**src/rtl/core/first_fit_unit_allocator_unit_defines.svh**
```systemverilog
// -----------------------------------------------------------------------------
// First-fit unit allocator: assertion macros
// Shared concurrent assertion shorthands for the allocator RTL.
// -----------------------------------------------------------------------------
`ifndef FIRST_FIT_UNIT_ALLOCATOR_UNIT_DEFINES_SVH
`define FIRST_FIT_UNIT_ALLOCATOR_UNIT_DEFINES_SVH

// Same-cycle implication, disabled while reset is asserted
`define FFUA_ASSERT_NOW(label, clk, rst_n, ante, cons) \
    label: assert property (@(posedge clk) disable iff (!rst_n) (ante) |-> (cons)) \
        else $error("ffua: same-cycle check failed");

// Next-cycle implication, disabled while reset is asserted
`define FFUA_ASSERT_NEXT(label, clk, rst_n, ante, cons) \
    label: assert property (@(posedge clk) disable iff (!rst_n) (ante) |=> (cons)) \
        else $error("ffua: next-cycle check failed");

`endif

```
**src/rtl/core/ffua_ram.sv**
```systemverilog
// -----------------------------------------------------------------------------
// Generic RAM
// One write port, one read port, registered read data.
// -----------------------------------------------------------------------------
module ffua_ram #(
    parameter int WIDTH = 8,
    parameter int DEPTH = 16
) (
    input  logic                     clk,
    input  logic                     wr_en,
    input  logic [$clog2(DEPTH)-1:0] wr_addr,
    input  logic [WIDTH-1:0]         wr_data,
    input  logic [$clog2(DEPTH)-1:0] rd_addr,
    output logic [WIDTH-1:0]         rd_data
);

    logic [WIDTH-1:0] mem [DEPTH];

    // Write port and registered read
    always_ff @(posedge clk)
    begin
        if (wr_en)
        begin
            mem[wr_addr] <= wr_data;
        end
        rd_data <= mem[rd_addr];
    end

endmodule

```
**config.mk**
```make
export PLATFORM = sky130hd
export DESIGN_NAME = ffua_ram
export DESIGN_NICKNAME = d
export VERILOG_FILES = /design/src/rtl/core/first_fit_unit_allocator_unit_defines.svh /design/src/rtl/core/ffua_ram.sv
export SDC_FILE = /design/constraint.sdc
export NUM_CORES = 1
export LEC_CHECK = 0
export BUFFER_PORTS_ARGS = -buffer_cell sky130_fd_sc_hd__buf_2
export CAP_MARGIN = 10
export CORE_MARGIN = 2
export CORE_UTILIZATION = 39
export DETAILED_ROUTE_END_ITERATION = 8
export GPL_ROUTABILITY_DRIVEN = 1
export GPL_TIMING_DRIVEN = 1
export SLEW_MARGIN = 20
export SYNTH_ARGS = -nofsm -noshare
export SYNTH_HDL_FRONTEND = slang
export SYNTH_SLANG_ARGS = --single-unit
export TNS_END_PERCENT = 10
```
**constraint.sdc**
```tcl
create_clock -name clk -period 3.9 [get_ports clk]
set_input_delay 0.195 -clock clk [delete_from_list [all_inputs] [get_ports clk]]
set_output_delay 0.195 -clock clk [all_outputs]
set_load 0.01 [all_outputs]
```
==> results.yml <==
finish:
  antennaDiodeCount: 0
  multiInputGateArea_sq_um: 1062
  final_util_pct: 48.31
  nFillCells: 1005
  area_growth_pct: 19.88
  seqCellArea_sq_um: 4004
  nets: 285
  drive_above_1_share_pct: 28.93
min_path:
  whs_path_depth: 1
  hp-class: "input port to register"
  min_from: "wr_data[1]"
  holdPathEnd: "mem[9][1]$_DFFE_PP_"
die:
  die_h_um: 118.9
  dieArea_sq_um: 14130
  num_io_pins: 26
  row_count: 41
  fp.dieW_um: 118.9
  core-area_sq_um: 12770
  start_util_pct: 40.30
drt:
  vias: 2360
  post-route-drc-count: 0
  drt-initial-drc-count: 241
  wl_um: 9959
  drt_first_pass_iters: 4
  routedWlPerCell_um: 22.03
  ant_nets: 0
  via_per_inst: 5.221
yosys:
  syn_avg_cell_area_sq_um: 22.48
  ys_ff_latch: 136
  synthTopCellsByCount: "edfxtp_1 (128), mux4_2 (18), a22oi_1 (16), mux4_1 (14), nor2_1 (13)"
  yosysWarnings: 0
  syn_nets: 247
  synth_edf_count: 128
  synth_most_common_cell: "edfxtp_1"
  async_flop_share_pct: 0
  yosysTopAreaCell: "edfxtp_1"
  synth.distinct_cells: 19
  yosysSeqAreaShare_pct: 77.78
  synth.top_cell.area_share_pct: 74.67
  synth-main-ff-cell: "edfxtp_1"
  syn_area_sq_um: 5147
  yosys-top-cells-area: "edfxtp_1 (75%), mux4_2 (7.9%), mux4_1 (7.1%), dfxtp_1 (3.1%), a22oi_1 (2.3%)"
  synth_cells: 229
status:
  status: "finished clean"
critical_path:
  reg2reg_slack_ps: 2420
  critPathMaxFanout: 26
  timing.rr.end: "rd_data[3]$_DFF_P_"
  r2r_cells: 3
  end_kind: "register"
  crit_required_ps: 4180
  r2r-start: "mem[9][3]$_DFFE_PP_"
  crit_path_start_kind: "input port"
  cp.arrival_ps: 2020
  setup.worst_path.class: "input port to register"
placed_design:
  dpl.hpwl_um: 6191
  io_buffers: 25
  gp_congestion: 0.7382
clock_network:
  postCtsHoldBufs: 0
  htreeDepth: 4
  cts.clk_slew.worst_paths_ps: 60
  clockRootBuffer: "clkbuf_16"
  cts_buffers: 17
  postCtsSetupBuffers: 0
  clock_path_buffers: 2
  clock_sinks: 136
  cts_tree: "yes"
  insertion_delay_ps: 410
  cts_resized: 0
sta:
  setup-violations-final: 0
  maxSlewViolCount: 0
  fin_skew_ps: 12.48
  finalHoldViolations: 0
  finalCritPeriodShare_pct: 44.60
  slew_headroom_pct: 30.69
  setup_tns_ps: 0
  worst_slew_pin_slew_ps: 1036
  layout_min_cycle_time_ps: 1739
  rsz0062_at_grt: "false"
  fmax_mhz: 575.0
power:
  p_leak_nw: 2.064
  vdd_ir_drop_max_mv: 0.3131
  p_per_area_nw_per_um2: 605.3
global_route:
  antenna_found_initial: 0
  grt_max_degree: 33
  grt_pass1_wl_um: 14630
  grtUsageTotal_pct: 15.05
  grt-ovfl-total: 0
  grt_pass1_vias: 2336
job:
  cap_violations: 0
==> sequential cells by signal, indices dropped and copies added, names as in the netlist <==
signal	flops
mem	128
rd_data	8
==> worst max-delay path: stages <==
cell and delay (ps):
buf_2 660, buf_4 310, mux4_1 560, a22oi_1 210, nand2_1 70
==> worst max-delay path by stage <==
stage	from	endpoint	cells after the start
CTS	rd_addr[0]	rd_data[3]$_DFF_P_	5
global route	rd_addr[0]	rd_data[5]$_DFF_P_	5
detailed placement	rd_addr[0]	rd_data[3]$_DFF_P_	5
global placement	wr_addr[2]	mem[0][3]$_DFFE_PP_	3
finish	rd_addr[0]	rd_data[3]$_DFF_P_	5
floorplan	wr_addr[2]	mem[0][0]$_DFFE_PP_	2
==> cell usage in the layout (no fill, tap or decap), drive strengths merged <==
| master | synthesis | routed |
|---|---|---|
| nand2b | 2 | 2 |
| buf | 7 | 29 |
| edfxtp | 128 | 128 |
| or3b | 1 | 1 |
| nand3b | 2 | 2 |
| nand3 | 1 | 1 |
| nand2 | 9 | 9 |
| nor2b | 1 | 1 |
| nor3 | 4 | 4 |
| clkinvlp | 0 | 3 |
| clkbuf | 0 | 20 |
| dfxtp | 8 | 8 |
| and2 | 1 | 1 |
| and2b | 1 | 1 |
| mux4 | 32 | 32 |
| clkinv | 0 | 1 |
| bufinv | 0 | 8 |
| a22oi | 16 | 16 |
| nor2 | 13 | 13 |
==> per-stage QoR <==
step | instance area, sq um | power (mW) | instances | setup WS, ps | hold WS (ps)
final | 6171 | 3.735 | 452 | 2161 | 169.0
after global routing | 6171 | 3.834 | 452 | 2009 | 169.3
after CTS | 6171 | 3.764 | 452 | 2115 | 149.7
after detailed placement | 5436 | 1.825 | 420 | 1675 | 597.3
after global placement | 5431 | 1.821 | 420 | 1581 | 584.1
after floorplan | 5147 | 1.759 | 229 | 2212 | 293.9
==> area by class of cell <==
type                       count  share of cell area, %
sequential                   136                  64.88
multi-input combinational     83                  17.21
clock buffer                  20                  7.563
clock inverter                12                  4.339
tap                          172                  3.487
timing repair buffer          29                  2.514
==> cell families after synthesis <==
kind of cell	Yosys count	share of synthesized area, %
flops	136	77.78
compound gates	16	2.334
buf+inv	10	1.677
mux	32	15.02
simple gates	35	3.184
==> report_power, final <==
group	switching, mW	internal [mW]	total [mW]	leakage, nW
Clock	0.567	1.38	1.94	0.348
Combinational	0.0863	0.0592	0.146	0.492
Sequential	0.0105	1.63	1.65	1.22
Total	0.664	3.07	3.74	2.06
==> routing by layer <==
metal,vias up,global-route usage [%],share of wire (%)
met5,-,0,0
met4,0,6.696,1.4
met3,10,5.172,7.1
met2,72,20.87,45
met1,1226,21.51,46
li1,1052,-,-
Power figures use the tool's default switching activity.
